File: src/rtl/t2i_pkg.sv
// ============================================================================
// t2i_pkg
// Shared widths, constants and the classified character word for the parser.
// ============================================================================
package t2i_pkg;

    localparam int CHAR_W   = 8;
    localparam int BASE_W   = 5;
    localparam int DIGIT_W  = 6;
    localparam int VALUE_W  = 32;
    localparam int INDEX_W  = 16;

    localparam int DEFAULT_MAX_LEN     = 65535;
    localparam int DEFAULT_QUEUE_DEPTH = 4;

    localparam logic [BASE_W-1:0] BASE_AUTO = 5'd0;
    localparam logic [BASE_W-1:0] BASE_BIN  = 5'd2;
    localparam logic [BASE_W-1:0] BASE_OCT  = 5'd8;
    localparam logic [BASE_W-1:0] BASE_DEC  = 5'd10;
    localparam logic [BASE_W-1:0] BASE_HEX  = 5'd16;

    localparam logic [VALUE_W-1:0] LIMIT_POS = 32'h7FFF_FFFF;
    localparam logic [VALUE_W-1:0] LIMIT_NEG = 32'h8000_0000;

    // letter digit offsets: 'A' - 10 and 'a' - 10
    localparam logic [CHAR_W-1:0] ALPHA_UC_OFS = 8'd55;
    localparam logic [CHAR_W-1:0] ALPHA_LC_OFS = 8'd87;

    // one character after classification
    typedef struct packed {
        logic                first;     // first character of a string
        logic                last;      // final character of a string
        logic [BASE_W-1:0]   base;      // clamped radix register at this char
        logic                is_space;
        logic                is_minus;
        logic                is_plus;
        logic                is_zero;   // the character '0'
        logic                is_x;      // 'x' or 'X'
        logic                is_b;      // 'b' or 'B'
        logic                digit_ok;  // 0-9, A-Z, a-z
        logic [DIGIT_W-1:0]  digit;     // value 0..35
    } t_word;

endpackage

File: src/rtl/t2i_front.sv
// ============================================================================
// t2i_front
// Accepts characters, tracks string position, classifies each into a word.
// ============================================================================
module t2i_front #(
    parameter int MAX_STRING_LENGTH = t2i_pkg::DEFAULT_MAX_LEN
) (
    input  logic                        i_clk,
    input  logic                        i_rst_n,
    input  logic                        i_cfg_valid,
    input  logic [t2i_pkg::BASE_W-1:0]  i_cfg_data,
    input  logic                        i_valid,
    input  logic [t2i_pkg::CHAR_W-1:0]  i_char,
    input  logic                        i_last,
    input  logic                        i_q_ready,
    output logic                        o_ready,
    output logic                        o_push,
    output t2i_pkg::t_word              o_word
);
    import t2i_pkg::*;

    localparam int POS_W = $clog2(MAX_STRING_LENGTH + 1);
    localparam logic [POS_W-1:0] POS_MAX = POS_W'(MAX_STRING_LENGTH);

    logic [BASE_W-1:0] r_number_base;
    logic [POS_W-1:0]  r_position;
    logic [POS_W-1:0]  n_position;
    logic              over_len;
    logic [CHAR_W-1:0] ch;

    assign over_len = (r_position >= POS_MAX);
    assign ch       = over_len ? '0 : i_char;   // past the length limit acts as NUL
    assign o_ready  = i_q_ready;
    assign o_push   = i_valid && i_q_ready;

    always_comb begin
        o_word          = '0;
        o_word.first    = (r_position == '0);
        o_word.last     = i_last;
        o_word.base     = (r_number_base > BASE_HEX) ? BASE_HEX : r_number_base;
        o_word.is_space = (ch == 8'h20) || (ch >= 8'h09 && ch <= 8'h0D);
        o_word.is_minus = (ch == "-");
        o_word.is_plus  = (ch == "+");
        o_word.is_zero  = (ch == "0");
        o_word.is_x     = (ch == "x") || (ch == "X");
        o_word.is_b     = (ch == "b") || (ch == "B");
        if (ch >= "0" && ch <= "9") begin
            o_word.digit_ok = 1'b1;
            o_word.digit    = DIGIT_W'(ch - "0");
        end else if (ch >= "A" && ch <= "Z") begin
            o_word.digit_ok = 1'b1;
            o_word.digit    = DIGIT_W'(ch - ALPHA_UC_OFS);
        end else if (ch >= "a" && ch <= "z") begin
            o_word.digit_ok = 1'b1;
            o_word.digit    = DIGIT_W'(ch - ALPHA_LC_OFS);
        end
    end

    always_comb begin
        n_position = r_position;
        if (o_push) begin
            if (i_last) begin
                n_position = '0;
            end else if (!over_len) begin
                n_position = r_position + 1'b1;
            end
        end
    end

    always_ff @(posedge i_clk) begin
        if (!i_rst_n) begin
            r_number_base <= BASE_AUTO;
            r_position    <= '0;
        end else begin
            if (i_cfg_valid) begin
                r_number_base <= i_cfg_data;
            end
            r_position <= n_position;
        end
    end

endmodule

File: src/rtl/t2i_queue.sv
// ============================================================================
// t2i_queue
// Short register queue of classified words between front and back.
// ============================================================================
module t2i_queue #(
    parameter int DEPTH = t2i_pkg::DEFAULT_QUEUE_DEPTH
) (
    input  logic            i_clk,
    input  logic            i_rst_n,
    input  logic            i_push,
    input  t2i_pkg::t_word  i_word,
    output logic            o_ready,
    input  logic            i_pop,
    output logic            o_valid,
    output t2i_pkg::t_word  o_word
);
    import t2i_pkg::*;

    localparam int PTR_W = (DEPTH > 1) ? $clog2(DEPTH) : 1;
    localparam int CNT_W = $clog2(DEPTH + 1);
    localparam logic [PTR_W-1:0] PTR_LAST = PTR_W'(DEPTH - 1);
    localparam logic [CNT_W-1:0] CNT_FULL = CNT_W'(DEPTH);

    t_word            r_mem [DEPTH];
    logic [PTR_W-1:0] r_wr_ptr;
    logic [PTR_W-1:0] r_rd_ptr;
    logic [CNT_W-1:0] r_count;

    assign o_ready = (r_count != CNT_FULL);
    assign o_valid = (r_count != '0);
    assign o_word  = r_mem[r_rd_ptr];

    always_ff @(posedge i_clk) begin
        if (i_push) begin
            r_mem[r_wr_ptr] <= i_word;
        end
    end

    always_ff @(posedge i_clk) begin
        if (!i_rst_n) begin
            r_wr_ptr <= '0;
            r_rd_ptr <= '0;
            r_count  <= '0;
        end else begin
            if (i_push) begin
                r_wr_ptr <= (r_wr_ptr == PTR_LAST) ? '0 : r_wr_ptr + 1'b1;
            end
            if (i_pop) begin
                r_rd_ptr <= (r_rd_ptr == PTR_LAST) ? '0 : r_rd_ptr + 1'b1;
            end
            unique case ({i_push, i_pop})
                2'b10:   r_count <= r_count + 1'b1;
                2'b01:   r_count <= r_count - 1'b1;
                default: r_count <= r_count;
            endcase
        end
    end

endmodule

File: src/rtl/t2i_back.sv
// ============================================================================
// t2i_back
// Parse engine: phase sequencing, digit accumulate with overflow stop, result.
// ============================================================================
module t2i_back (
    input  logic                         i_clk,
    input  logic                         i_rst_n,
    input  logic                         i_q_valid,
    input  t2i_pkg::t_word               i_word,
    output logic                         o_pop,
    output logic                         o_m_valid,
    input  logic                         i_m_ready,
    output logic [t2i_pkg::VALUE_W-1:0]  o_value,
    output logic [t2i_pkg::INDEX_W-1:0]  o_end_index
);
    import t2i_pkg::*;

    typedef enum logic [2:0] {
        PH_SPACE,
        PH_LEAD,
        PH_ZERO,
        PH_DIGITS,
        PH_DONE
    } t_phase;

    localparam int PROD_W = VALUE_W + BASE_W + 1;

    t_phase             r_phase;
    logic               r_minus;
    logic [VALUE_W-1:0] r_mag;
    logic [BASE_W-1:0]  r_abase;
    logic [INDEX_W-1:0] r_cons;

    t_phase             n_phase;
    logic               n_minus;
    logic [VALUE_W-1:0] n_mag;
    logic [BASE_W-1:0]  n_abase;
    logic [INDEX_W-1:0] n_cons;
    logic [INDEX_W-1:0] fin_cons;

    logic               out_free;
    logic               step;
    logic               pend;
    logic               dig_try;
    logic [BASE_W-1:0]  radix;
    logic [PROD_W-1:0]  prod;
    logic [VALUE_W-1:0] limit;
    logic               dig_fits;

    assign out_free = !o_m_valid || i_m_ready;
    assign step     = i_q_valid && (!i_word.last || out_free);
    assign o_pop    = step;

    always_comb begin
        n_phase = r_phase;
        n_minus = r_minus;
        n_mag   = r_mag;
        n_abase = i_word.first ? i_word.base : r_abase;
        n_cons  = r_cons;
        pend    = 1'b1;
        dig_try = 1'b0;

        if (n_phase == PH_SPACE) begin
            priority if (i_word.is_space) begin
                n_cons = n_cons + 1'b1;
                pend   = 1'b0;
            end else if (i_word.is_minus) begin
                n_minus = 1'b1;
                n_cons  = n_cons + 1'b1;
                n_phase = PH_LEAD;
                pend    = 1'b0;
            end else if (i_word.is_plus) begin
                n_cons  = n_cons + 1'b1;
                n_phase = PH_LEAD;
                pend    = 1'b0;
            end else begin
                n_phase = PH_LEAD;
            end
        end

        if (pend && n_phase == PH_LEAD) begin
            if (i_word.is_zero && (n_abase == BASE_AUTO || n_abase == BASE_BIN ||
                                   n_abase == BASE_HEX)) begin
                n_phase = PH_ZERO;      // hold the zero, prefix may follow
                pend    = 1'b0;
            end else begin
                if (n_abase == BASE_AUTO) n_abase = BASE_DEC;
                n_phase = PH_DIGITS;
            end
        end

        if (pend && n_phase == PH_ZERO) begin
            priority if ((n_abase == BASE_HEX || n_abase == BASE_AUTO) && i_word.is_x) begin
                n_cons  = n_cons + 16'd2;
                n_abase = BASE_HEX;
                n_phase = PH_DIGITS;
                pend    = 1'b0;
            end else if ((n_abase == BASE_BIN || n_abase == BASE_AUTO) && i_word.is_b) begin
                n_cons  = n_cons + 16'd2;
                n_abase = BASE_BIN;
                n_phase = PH_DIGITS;
                pend    = 1'b0;
            end else begin
                // held zero becomes a digit; magnitude is still zero
                if (n_abase == BASE_AUTO) n_abase = BASE_OCT;
                n_cons  = n_cons + 1'b1;
                n_phase = PH_DIGITS;
            end
        end

        if (pend && n_phase == PH_DIGITS) begin
            dig_try = 1'b1;
        end

        radix    = (n_abase == BASE_AUTO) ? BASE_DEC : n_abase;
        limit    = n_minus ? LIMIT_NEG : LIMIT_POS;
        prod     = PROD_W'(n_mag) * PROD_W'(radix) + PROD_W'(i_word.digit);
        dig_fits = i_word.digit_ok && (BASE_W'(i_word.digit) < radix) &&
                   (i_word.digit < DIGIT_W'(radix)) && (prod <= PROD_W'(limit));

        if (dig_try) begin
            if (dig_fits) begin
                n_mag  = prod[VALUE_W-1:0];
                n_cons = n_cons + 1'b1;
            end else begin
                n_phase = PH_DONE;
            end
        end

        // string ends on a held zero: it counts as the digit
        fin_cons = (n_phase == PH_ZERO) ? n_cons + 1'b1 : n_cons;
    end

    always_ff @(posedge i_clk) begin
        if (!i_rst_n) begin
            r_phase   <= PH_SPACE;
            r_minus   <= 1'b0;
            r_mag     <= '0;
            r_abase   <= BASE_AUTO;
            r_cons    <= '0;
            o_m_valid <= 1'b0;
        end else begin
            if (o_m_valid && i_m_ready) begin
                o_m_valid <= 1'b0;
            end
            if (step) begin
                if (i_word.last) begin
                    o_m_valid   <= 1'b1;
                    o_value     <= n_minus ? (~n_mag + 1'b1) : n_mag;
                    o_end_index <= fin_cons;
                    r_phase     <= PH_SPACE;
                    r_minus     <= 1'b0;
                    r_mag       <= '0;
                    r_abase     <= BASE_AUTO;
                    r_cons      <= '0;
                end else begin
                    r_phase <= n_phase;
                    r_minus <= n_minus;
                    r_mag   <= n_mag;
                    r_abase <= n_abase;
                    r_cons  <= n_cons;
                end
            end
        end
    end

endmodule

File: src/rtl/text_to_integer_parser.sv
// ============================================================================
// text_to_integer_parser
// Streaming string-to-long parser, 32-bit signed result per string.
// ============================================================================
// Usage:
//   s_axis carries one character per word (tdata[7:0]); tlast marks the
//   final character of a string. m_axis returns one word per string:
//   tdata[31:0] = signed value, tdata[47:32] = characters consumed.
//   The cfg channel writes the radix register (0 = auto, 1..16, above 16
//   acts as 16); it is sampled at the first character of each string and
//   should only be written while the block is idle. cfg is always ready.
// Throughput: one character per cycle, set by the back end's multiply-add
//   and limit compare per digit, while the queue has room and no last
//   character waits on the output register.
// Result path: the accepted tlast word goes through the queue register, then
//   the output register, behind every word still ahead of it in the queue.
// Reset clears the radix to auto, empties the queue and drops any partial
//   string; no result is pending after reset.
// Receiver stall: the back end keeps eating non-last characters; a last
//   character waits in the queue until the output register frees, and
//   s_axis_tready drops once the queue holds QUEUE_DEPTH words.
// ============================================================================
module text_to_integer_parser #(
    parameter int MAX_STRING_LENGTH = t2i_pkg::DEFAULT_MAX_LEN,
    parameter int QUEUE_DEPTH       = t2i_pkg::DEFAULT_QUEUE_DEPTH
) (
    input  logic                        i_clk,
    input  logic                        i_rst_n,
    // radix register write
    input  logic                        i_cfg_valid,
    output logic                        o_cfg_ready,
    input  logic [t2i_pkg::BASE_W-1:0]  i_cfg_data,
    // character stream
    input  logic                        s_axis_tvalid,
    output logic                        s_axis_tready,
    input  logic [7:0]                  s_axis_tdata,   // [7:0] character
    input  logic                        s_axis_tlast,   // last character
    // result stream
    output logic                        m_axis_tvalid,
    input  logic                        m_axis_tready,
    output logic [47:0]                 m_axis_tdata    // [31:0] value, [47:32] end_index
);
    import t2i_pkg::*;

    t_word front_word;
    t_word queue_word;
    logic  front_push;
    logic  queue_ready;
    logic  queue_valid;
    logic  back_pop;

    logic [VALUE_W-1:0] res_value;
    logic [INDEX_W-1:0] res_end;

    assign o_cfg_ready  = 1'b1;
    assign m_axis_tdata = {res_end, res_value};

    // front: position tracking and character classification
    t2i_front #(
        .MAX_STRING_LENGTH (MAX_STRING_LENGTH)
    ) u_front (
        .i_clk       (i_clk),
        .i_rst_n     (i_rst_n),
        .i_cfg_valid (i_cfg_valid),
        .i_cfg_data  (i_cfg_data),
        .i_valid     (s_axis_tvalid),
        .i_char      (s_axis_tdata[CHAR_W-1:0]),
        .i_last      (s_axis_tlast),
        .i_q_ready   (queue_ready),
        .o_ready     (s_axis_tready),
        .o_push      (front_push),
        .o_word      (front_word)
    );

    // decoupling queue
    t2i_queue #(
        .DEPTH (QUEUE_DEPTH)
    ) u_queue (
        .i_clk   (i_clk),
        .i_rst_n (i_rst_n),
        .i_push  (front_push),
        .i_word  (front_word),
        .o_ready (queue_ready),
        .i_pop   (back_pop),
        .o_valid (queue_valid),
        .o_word  (queue_word)
    );

    // back: parse engine and output register
    t2i_back u_back (
        .i_clk       (i_clk),
        .i_rst_n     (i_rst_n),
        .i_q_valid   (queue_valid),
        .i_word      (queue_word),
        .o_pop       (back_pop),
        .o_m_valid   (m_axis_tvalid),
        .i_m_ready   (m_axis_tready),
        .o_value     (res_value),
        .o_end_index (res_end)
    );

endmodule

File: config.mk
export PLATFORM = sky130hd
export DESIGN_NAME = text_to_integer_parser
export DESIGN_NICKNAME = d
export VERILOG_FILES = /design/src/rtl/t2i_pkg.sv /design/src/rtl/t2i_front.sv /design/src/rtl/t2i_queue.sv /design/src/rtl/t2i_back.sv /design/src/rtl/text_to_integer_parser.sv
export SDC_FILE = /design/constraint.sdc
export NUM_CORES = 1
export LEC_CHECK = 0
export BUFFER_PORTS_ARGS = -buffer_cell sky130_fd_sc_hd__buf_2
export CORE_MARGIN = 1.5
export CORE_UTILIZATION = 40
export CTS_CLUSTER_DIAMETER = 60
export CTS_CLUSTER_SIZE = 24
export DETAILED_ROUTE_END_ITERATION = 7
export RECOVER_POWER = 50
export REMOVE_ABC_BUFFERS = 1
export SLEW_MARGIN = 20
export SYNTH_ARGS = -nofsm -noshare
export SYNTH_HDL_FRONTEND = slang
export SYNTH_SLANG_ARGS = --single-unit
File: constraint.sdc
create_clock -name i_clk -period 31.4 [get_ports i_clk]
set_input_delay 9.42 -clock i_clk [delete_from_list [all_inputs] [get_ports i_clk]]
set_output_delay 9.42 -clock i_clk [all_outputs]
set_load 0.02 [all_outputs]
=== After elaboration in Yosys (flattened, before gate mapping) ===
Memories as Yosys holds them, arrays and structs flattened. A register that Yosys moved wholly into a read port is not among the register bits.
Cells that the tools add are included.

* Flip-flop bits (word level): 134
* RAM bits: 80
* Input bits: 19
* Output and inout port bits: 51
* Word-level logic and storage cells: 167
* Memories: 1

* Add/subtract/negate cells: 15
* Multiply operators: 1
* Magnitude comparators: 13
* Equal/unequal tests: 22
* Mux-type cells: 65
* Bitwise logic cells: 1
* Reduce and logical (&&, ||, !) cells: 36

{| class="wikitable"
|+ Memories
! memory !! depth !! bits a word !! read ports !! clocked after memory_dff !! wr ports !! RTL line !! source
|-
| u_queue.r_mem || 4 || 20 || 1 || 1 || 1 || t2i_queue.sv:24 || <nowiki>t_word r_mem [DEPTH];</nowiki>
|}

{| class="wikitable"
|+ Operators with widths
! operator !! number
|-
| two-way mux 16 bit || 13
|-
| two-way mux 32 bit || 5
|-
| adder 16 x 1 -> 16 bit (second input constant) || 5
|-
| two-way mux 5 bit || 11
|-
| adder 37 x 6 -> 38 bit || 1
|-
| <= comparator 38 x 32 -> 1 bit || 1
|-
| multiplier 32 x 5 -> 37 bit || 1
|-
| adder 32 x 1 -> 32 bit (second input constant) || 1
|-
| equality test 8 x 6 -> 1 bit (second input constant) || 4
|-
| equality test 8 x 7 -> 1 bit (second input constant) || 4
|-
| NOT 32 bit || 1
|-
| two-way mux 3 bit || 7
|-
| two-way mux 7 bit || 3
|-
| two-way mux 1 bit || 20
|-
| adder 16 x 2 -> 16 bit (second input constant) || 1
|-
| greater-or-equal comparator 16 bit (second input constant) || 1
|-
| greater-or-equal comparator 8 x 7 -> 1 bit (second input constant) || 2
|-
| <= comparator 8 x 7 -> 1 bit (second input constant) || 2
|-
| logical AND 1 bit || 16
|-
| logical NOT 16 bit || 1
|-
| logical NOT 5 bit || 3
|-
| subtractor 6 bit (second input constant) || 2
|-
| equality test 5 x 2 -> 1 bit (second input constant) || 2
|-
| equality test 5 bit (second input constant) || 2
|-
| other kinds (27) || 44
|}

=== Logic depth before layout (Yosys ltp) ===
Gate-level depths: netlist of run 1.

* Word-level depth: 24
* Mapped depth: 46

=== Cells and area by module ===
Synthesis of run 1 repeated with hierarchy kept, for this count alone.

* Cell total of the unflattened synthesis: 2091
* Area, all modules: 19199.7 um^2

{| class="wikitable"
|+ By module, submodules not included
! module !! instances !! cells each !! area an instance (um^2) !! sequential area each (um^2)
|-
| t2i_back || 1 || 1730 || 14231.1 || 2602.5
|-
| t2i_queue || 1 || 151 || 3349.5 || 2582.5
|-
| t2i_front || 1 || 208 || 1607.8 || 420.4
|-
| text_to_integer_parser || 1 || 2 || 11.3 || 0.0
|}

=== Worst setup path after synthesis of run 1 ===
OpenSTA, ideal clock, no wires.

* Path kind: input to register
* From: input s_axis_tdata[1]
* To: memory u_queue.r_mem[0][4] (netlist name), data pin
* Library setup time: 0.188 ns
* Arrival: 11.495 ns
* Path slack: 19.717 ns
* Stages: 9
* Path buffers: 0
* Cells stage by stage: nand2_1 ha_1 nor2b_1 o21ai_0 nand2_1 a2111oi_0 nor2_1 o31a_1 o22ai_1

{| class="wikitable"
|+ RTL lines
! item !! RTL line !! source
|-
| from (decl) || text_to_integer_parser.sv:36 || <nowiki>input logic [7:0] s_axis_tdata,</nowiki>
|-
| to (decl) || t2i_queue.sv:24 ||
|}

==> reports/summary.log, run 1 <==
[sta] ratio of final minimum period to clock period 0.407
[layout] Final nets 2285
[worst_hold_path] number of stages on the worst hold path 2
[sta] final sum of negative setup slack 0 ns
[logic_synthesis] Post-synth EDFFs 128
[global_routing] initial antenna violation count 0
[floorplanning] starting density of the core 0.404
[logic_synthesis] #FFs+latches synth 216
[clock_network] Clock Root Buffer sky130_fd_sc_hd__clkbuf_16
[critical_path] Setup crit end kind flop
[sta] remaining max-slew budget at the tightest pin -1.55
[logic_synthesis] Synth Area per Inst 9.29 sq um
[clock_network] clock input transition at the sequential cells of the worst setup and hold paths 0.08 ns
[logic_synthesis] cell area after synthesis 18800 sq um
[logic_synthesis] share of the yosys chip area belonging to registers 0.299
[run_status] violations in the final reports capacitance limit, slew limit
[clock_network] clock sinks 216
[clock_network] H-tree depth 1
[clock_network] post-CTS setup buffer count 0
[logic_synthesis] leading cell type by number of instances after synthesis sky130_fd_sc_hd__inv_1
[critical_path] register-to-register setup slack 18.63 ns
[worst_hold_path] type of the tightest min-delay check reg2reg
[critical_path] worst-path fanout max 32
[sta] number of max-slew violations in the final report 69
[placement] Port-buffer cells 68
[floorplanning] Top Ports 70
[clock_network] number of clock buffers inserted by TritonCTS 25
[critical_path] data required time of the critical path 31.72 ns
[sta] final-layout worst hold slack 0.485 ns
[layout] proportion of layout cells with a drive suffix above 1 0.0818
[sta] setup violators final 0
[run_status] outcome finished, violations left
[layout] area growth from synthesis to layout 9.29%
[sta] setup repair after global routing missed its margin no
[global_routing] first-pass GRT wire length 79.7 mm
[critical_path] CP max-delay cell sky130_fd_sc_hd__mux4_2
[layout] Cell Count, Final, Fillers Out 2661
[critical_path] logic depth of the worst register-to-register path 40
[placement] instance count after placement with tap cells included 2615
[sta] crit path time final 12.77 ns
[global_routing] largest net degree at the start of global routing 69
[drt] detailed-route wire length per cell 18.6 um
[placement] sum of net half-perimeters after detailed placement 36.1 mm
[critical_path] RR Endpoint u_back.o_value[30]$_DFFE_PP_
[drt] number of optimization iterations in the first detailed-route pass 6
[job] max-cap check violation count 1
[critical_path] signal arrival time at the worst endpoint 13.09 ns
[drt] routed wire length 49.4 mm
[worst_hold_path] startpoint of the worst hold path u_queue.r_rd_ptr[1]$_SDFFE_PN0P_
[layout] number of antenna cells inserted 0
[clock_network] post-cts hold buffer count 0
[logic_synthesis] Mapped Cells 2021
[critical_path] critical path startpoint category flop
[sta] Least-Margin Pin Slew 3.82 ns
[sta] FMAX 78.3 MHz
[floorplanning] Site Rows 79
[logic_synthesis] count of cell types in the netlist 111
[drt] ANT nets after route 0
[drt] number of DRC markers in iteration 0 1188
[floorplanning] die span in y 220 um
[drt] number of vias per cell after detailed routing 5.58
[power] largest vdd supply drop 61.3 uV
[power] power density of the placed cells 66.0 nW/um^2
[drt] routed via count 14900
[logic_synthesis] largest area contributor in the netlist sky130_fd_sc_hd__edfxtp_1
[logic_synthesis] warning count from the yosys run 0
[clock_network] clock insertion delay at the later pin of the skew report 0.57 ns
[sta] number of hold violations in the final report 0
[floorplanning] area of the die 48200 sq um
[floorplanning] Core Region 46500 sq um
[power] leakage power 0.00837 uW
[global_routing] GR Overflow Total 0
[clock_network] Max clock buf depth 3
[clock_network] post-cts gate resize count 0
[sta] final clock skew 0.0235 ns
[clock_network] CTS tree yes
[logic_synthesis] cell types with the largest area share after synthesis sky130_fd_sc_hd__edfxtp_1 20%, sky130_fd_sc_hd__fa_1 10%, sky130_fd_sc_hd__dfxtp_1 9.4%
[critical_path] start-to-end type of the worst setup path reg2reg
[logic_synthesis] cell types with the highest counts after synthesis 178 x sky130_fd_sc_hd__inv_1, 152 x sky130_fd_sc_hd__nand2_1, 151 x sky130_fd_sc_hd__nor2_1, 134 x sky130_fd_sc_hd__ha_1, 128 x sky130_fd_sc_hd__edfxtp_1
[floorplanning] DIE WIDTH 220 um
[worst_hold_path] Hold EP u_queue.r_rd_ptr[1]$_SDFFE_PN0P_
[critical_path] most frequent cell on the critical path sky130_fd_sc_hd__a21oi_1
[drt] DRC violations left 0
[logic_synthesis] post-synth top area share 0.205
[global_routing] via count of the first global-routing pass 14700
[critical_path] slowest stage delay, CP 0.74 ns
[logic_synthesis] flip-flop cell with the highest count after synthesis sky130_fd_sc_hd__edfxtp_1
[global_routing] total track usage 0.206
[logic_synthesis] share of async-settable or async-resettable flops after synthesis 0
[placement] weighted congestion at the end of routability-driven global placement 0.932
[where the power goes]
group	total, uW	internal [uW]	switching [uW]
registers	361	343	17.8
logic	662	202	460
clock network	331	175	157
total	1350	720	634
[through the flow]
stage          area, sq um  power, uW  worst slack [ns]   util
3_3_place_gp         19600       1010             19.10  0.422
3_5_place_dp         19600       1030             18.71  0.422
2_1_floorplan        18300        786             18.20      -
4_1_cts              20600       1360             18.68  0.443
6_report             20500       1350             18.63  0.442
5_1_grt              20500       1430             17.59  0.442
[flip-flops by register name (all words and copies together), names as in the netlist, named ones only]
signal                 cells
u_back.r_phase             3
u_queue.r_rd_ptr           2
u_back.o_m_valid           1
u_back.r_abase             5
u_queue.r_wr_ptr           2
u_back.o_value            32
u_back.r_cons             16
u_back.r_mag              32
u_front.r_position        16
u_queue.r_count            3
u_back.r_minus             1
u_queue.r_mem             80
u_front.r_number_base      5
u_back.o_end_index        16
[cells in the final DEF (no fill, tap or decap), types with 25 or more instances in the layout]
cell                          n
sky130_fd_sc_hd__or3_1       26
sky130_fd_sc_hd__edfxtp_1   128
sky130_fd_sc_hd__nand3_1     55
sky130_fd_sc_hd__nand4_1     31
sky130_fd_sc_hd__fa_1        97
sky130_fd_sc_hd__o21ai_0     60
sky130_fd_sc_hd__buf_2       29
sky130_fd_sc_hd__nor2_1     151
sky130_fd_sc_hd__clkbuf_16   25
sky130_fd_sc_hd__xnor2_1     79
sky130_fd_sc_hd__xor2_1      54
sky130_fd_sc_hd__mux2i_1     40
sky130_fd_sc_hd__nor2b_1     70
sky130_fd_sc_hd__inv_1      178
sky130_fd_sc_hd__nor3_1      42
sky130_fd_sc_hd__a21oi_1    117
sky130_fd_sc_hd__ha_1       134
sky130_fd_sc_hd__clkbuf_1    40
sky130_fd_sc_hd__nand2_1    152
sky130_fd_sc_hd__and2_1      85
sky130_fd_sc_hd__dfxtp_1     88
[worst max-delay path by stage]
stage	from	end	slack (ns)	cells after the start
2_1_floorplan	flop	u_back.o_end_index[11]$_DFFE_PP_	18.20	35
3_3_place_gp	flop	u_back.o_value[22]$_DFFE_PP_	19.10	38
3_5_place_dp	flop	u_back.o_value[22]$_DFFE_PP_	18.71	41
4_1_cts	flop	u_back.o_value[22]$_DFFE_PP_	18.68	41
5_1_grt	flop	u_back.o_value[22]$_DFFE_PP_	17.59	40
6_report	flop	u_back.o_value[30]$_DFFE_PP_	18.63	40
[per-layer routing]
| layer | GRT usage | wire (um) |
|---|---|---|
| met5 | 0 | 0 |
| met4 | 0.0429 | 851 |
| met3 | 0.0237 | 2140 |
| met2 | 0.341 | 23100 |
| met1 | 0.290 | 23300 |
[worst max-delay path: cells and delay by family, from the launching register on]
kind / cells / cell delay (ns)
adder cells (fa/ha/maj): 6 / 2.31
XOR/XNOR: 2 / 0.51
AO/OA/AOI/OAI: 15 / 4.36
multiplexers: 2 / 1.18
flip-flops: 1 / 0.32
buffers and inverters: 5 / 1.27
AND/OR/NAND/NOR: 10 / 2.50
[final cells by class]
cell class	count	area [sq um]
multi-input cells	1528	12100
fillers	4572	25900
repair buffers	85	415
clock inverters	20	319
clock buffers	26	639
flip-flops and latches	216	5610
well taps	607	759
inverters	179	672
[logic make-up (layout without fill, tap and decap cells)]
| group | count (synthesis) | after routing | share of synthesized area |
|---|---|---|---|
| AO/OA/AOI/OAI | 367 | 367 | 0.129 |
| other | 1 | 1 | 0.000200 |
| AND/OR/NAND/NOR | 726 | 726 | 0.205 |
| flip-flops | 216 | 216 | 0.299 |
| buffers and inverters | 277 | 310 | 0.0600 |
| adder cells (fa/ha/maj) | 231 | 231 | 0.193 |
| XOR/XNOR | 135 | 135 | 0.0638 |
| multiplexers | 68 | 68 | 0.0502 |
Power figures use the tool's default switching activity.
==> run 2: changes to the inputs <==
clock period = 12.2 ns   (was 31.4 ns; I/O delays follow)
==> run 2 against run 1 <==
The run still ends with capacitance limit, slew limit left. Register-to-register slack got worse by 18 ns. Sequential cell count is the same. Die area is the same. Critical path type unchanged. Critical endpoint is now u_back.o_end_index[8]$_DFFE_PP_.
==> reports/summary.log, run 2 (synthesis results as in run 1) <==
[run_status] outcome finished, violations left [unchanged]
[run_status] violations in the final reports capacitance limit, slew limit [unchanged]
[critical_path] CP max-delay cell sky130_fd_sc_hd__mux4_2 [unchanged]
[drt] ANT nets after route 0 [unchanged]
[worst_hold_path] type of the tightest min-delay check reg2reg [unchanged]
[global_routing] first-pass GRT wire length 81.4 mm [was 79.7 mm]
[critical_path] worst path bufs/invs 4 [was 5]
[layout] number of flip-flops in the largest register 80 [unchanged]
[clock_network] clock sinks 216 [unchanged]
[power] leakage power 0.00844 uW [was 0.00837 uW]
[power] overall power of the completed layout 3560 uW [was 1350 uW]
[clock_network] clock insertion delay at the later pin of the skew report 0.60 ns [was 0.57 ns]
[placement] sum of net half-perimeters after detailed placement 37.5 mm [was 36.1 mm]
[floorplanning] die span in y 220 um [unchanged]
[clock_network] H-tree depth 1 [unchanged]
[sta] remaining max-slew budget at the tightest pin -1.55 [about the same]
[clock_network] clock input transition at the sequential cells of the worst setup and hold paths 0.07 ns [was 0.08 ns]
[critical_path] Setup crit end kind flop [unchanged]
[floorplanning] starting density of the core 0.404 [unchanged]
[critical_path] start-to-end type of the worst setup path reg2reg [unchanged]
[sta] crit path time final 11.32 ns [was 12.77 ns]
[drt] DRC violations left 0 [unchanged]
[critical_path] logic depth of the worst register-to-register path 40 [unchanged]
[sta] FMAX 88.3 MHz [was 78.3 MHz]
[drt] number of optimization iterations in the first detailed-route pass 5 [was 6]
[layout] number of antenna cells inserted 0 [unchanged]
[layout] largest registers u_queue.r_mem (80), u_back.o_value (32), u_back.r_mag (32) [unchanged]
[placement] weighted congestion at the end of routability-driven global placement 0.940 [was 0.932]
[drt] routed via count 15000 [was 14900]
[global_routing] GR Overflow Total 0 [unchanged]
[layout] filler instances 4530 [was 4572]
[global_routing] via count of the first global-routing pass 15000 [was 14700]
[critical_path] worst-path fanout max 22 [was 32]
[floorplanning] Top Ports 70 [unchanged]
[critical_path] cell family with most CP delay compound AO/OA/AOI/OAI gates [unchanged]
[global_routing] largest net degree at the start of global routing 69 [unchanged]
[sta] number of max-slew violations in the final report 69 [unchanged]
[sta] Least-Margin Pin Slew 3.83 ns [was 3.82 ns]
[worst_hold_path] startpoint of the worst hold path u_queue.r_rd_ptr[1]$_SDFFE_PN0P_ [unchanged]
[clock_network] number of clock buffers inserted by TritonCTS 27 [was 25]
[floorplanning] Site Rows 79 [unchanged]
[drt] routed wire length 50.1 mm [was 49.4 mm]
[layout] area growth from synthesis to layout 10.1% [was 9.29%]
[clock_network] post-cts hold buffer count 0 [unchanged]
[layout] register with the highest flop count u_queue.r_mem [unchanged]
[global_routing] total track usage 0.211 [was 0.206]
[clock_network] Max clock buf depth 3 [unchanged]
[sta] setup violators final 0 [unchanged]
[sta] setup repair after global routing missed its margin no [unchanged]
[critical_path] data required time of the critical path 12.60 ns [was 31.72 ns]
[placement] Port-buffer cells 68 [unchanged]
[layout] leading cell type in the layout, fill and taps excluded sky130_fd_sc_hd__inv_1 [unchanged]
[power] largest vdd supply drop 125 uV [was 61.3 uV]
[layout] most frequent cells in the layout 178 x sky130_fd_sc_hd__inv_1, 152 x sky130_fd_sc_hd__nand2_1, 151 x sky130_fd_sc_hd__nor2_1, 134 x sky130_fd_sc_hd__ha_1, 128 x sky130_fd_sc_hd__edfxtp_1 [unchanged]
[worst_hold_path] number of stages on the worst hold path 2 [unchanged]
[critical_path] RR Endpoint u_back.o_end_index[8]$_DFFE_PP_ [was u_back.o_value[30]$_DFFE_PP_]
[critical_path] slowest stage delay, CP 0.66 ns [was 0.74 ns]
[layout] share of the core filled with cells 0.445 [was 0.442]
[sta] final sum of negative setup slack 0 ns [unchanged]
[floorplanning] DIE WIDTH 220 um [unchanged]
[drt] number of vias per cell after detailed routing 5.59 [was 5.58]
[critical_path] register-to-register setup slack 0.88 ns [was 18.63 ns]
[sta] number of hold violations in the final report 0 [unchanged]
[layout] proportion of layout cells with a drive suffix above 1 0.0888 [was 0.0818]
[layout] area of the multi-input gates 12100 sq um [about the same]
[clock_network] Clock Root Buffer sky130_fd_sc_hd__clkbuf_16 [unchanged]
[critical_path] critical path startpoint category flop [unchanged]
[drt] number of DRC markers in iteration 0 1006 [was 1188]
[critical_path] Crit path depth 40 [unchanged]
[floorplanning] Core Region 46500 sq um [unchanged]
[job] max-cap check violation count 1 [unchanged]
[floorplanning] area of the die 48200 sq um [unchanged]
[global_routing] initial antenna violation count 0 [unchanged]
[power] power density of the placed cells 172 nW/um^2 [was 66.0 nW/um^2]
[drt] detailed-route wire length per cell 18.7 um [was 18.6 um]
[clock_network] CTS tree yes [unchanged]
[sta] final clock skew 0.0225 ns [was 0.0235 ns]
[layout] combined flip-flop and latch cell area 5610 sq um [about the same]
[sta] ratio of final minimum period to clock period 0.928 [was 0.407]
[critical_path] signal arrival time at the worst endpoint 11.73 ns [was 13.09 ns]
[layout] Final nets 2301 [was 2285]
[run 2: cell count changes in the layout (fill, tap and decap cells not counted), sizes merged]
cell / delta
bufinv: -1
inv: +1
clkbuf: +4
buf: +11
clkinvlp: +3
[run 2: routing by layer]
layer  GRT usage  up-vias  share of wire
met1       0.280     7381           0.45
met2       0.360      339           0.48
met5           0        -              0
met4      0.0615        0          0.028
li1            -     7165              -
met3      0.0232       81          0.042
[run 2: worst max-delay path by stage]
stage               startpoint  slack (ns)                          endpoint
detailed placement        flop        0.47   u_back.o_end_index[8]$_DFFE_PP_
global placement          flop        0.84      u_back.o_value[31]$_DFFE_PP_
finish                    flop        0.88   u_back.o_end_index[8]$_DFFE_PP_
global route              flop        0.02   u_back.o_end_index[8]$_DFFE_PP_
CTS                       flop        0.40   u_back.o_end_index[8]$_DFFE_PP_
floorplan                 flop       -1.00  u_back.o_end_index[11]$_DFFE_PP_
[run 2: layout make-up]
class	instances	area share
Multi-Input combinational cell	1528	0.586
Sequential cell	216	0.271
Tap cell	607	0.0367
Clock buffer	27	0.0327
Inverter	179	0.0325
Timing Repair Buffer	99	0.0250
Clock inverter	23	0.0159
[run 2: report_power, final]
group,internal (uW),leakage (uW),switching (uW),total [uW]
combinational,548,0.00604,1180,1730
sequential,883,0.00193,58.5,941
clock,456,0.000476,430,886
total,1890,0.00844,1670,3560
[run 2: worst reg2reg max path, delay by kind of cell, from the launching register on]
kind | cells | cell delay, ns
AO/OA/AOI/OAI | 15 | 3.41
AND/OR/NAND/NOR | 12 | 2.79
buffers and inverters | 4 | 0.90
XOR/XNOR | 2 | 0.51
flip-flops | 1 | 0.48
adder cells (fa/ha/maj) | 6 | 2.38
multiplexers | 1 | 0.66
[run 2: metrics by stage]
stage	setup WS, ns	cell area (sq um)	std cells	hold slack, ns
floorplan	-1.00	18300	1923	0.450
global placement	0.837	19700	2629	0.468
detailed placement	0.472	19700	2629	0.471
CTS	0.399	20700	2679	0.485
global route	0.0194	20700	2679	0.531
finish	0.875	20700	2679	0.483
[run 2: repair_timing]
item | in CTS | in global routing
resized for setup | 0 | 4
setup endpoints to repair | 0 | 26
setup buffers | 0 | 0
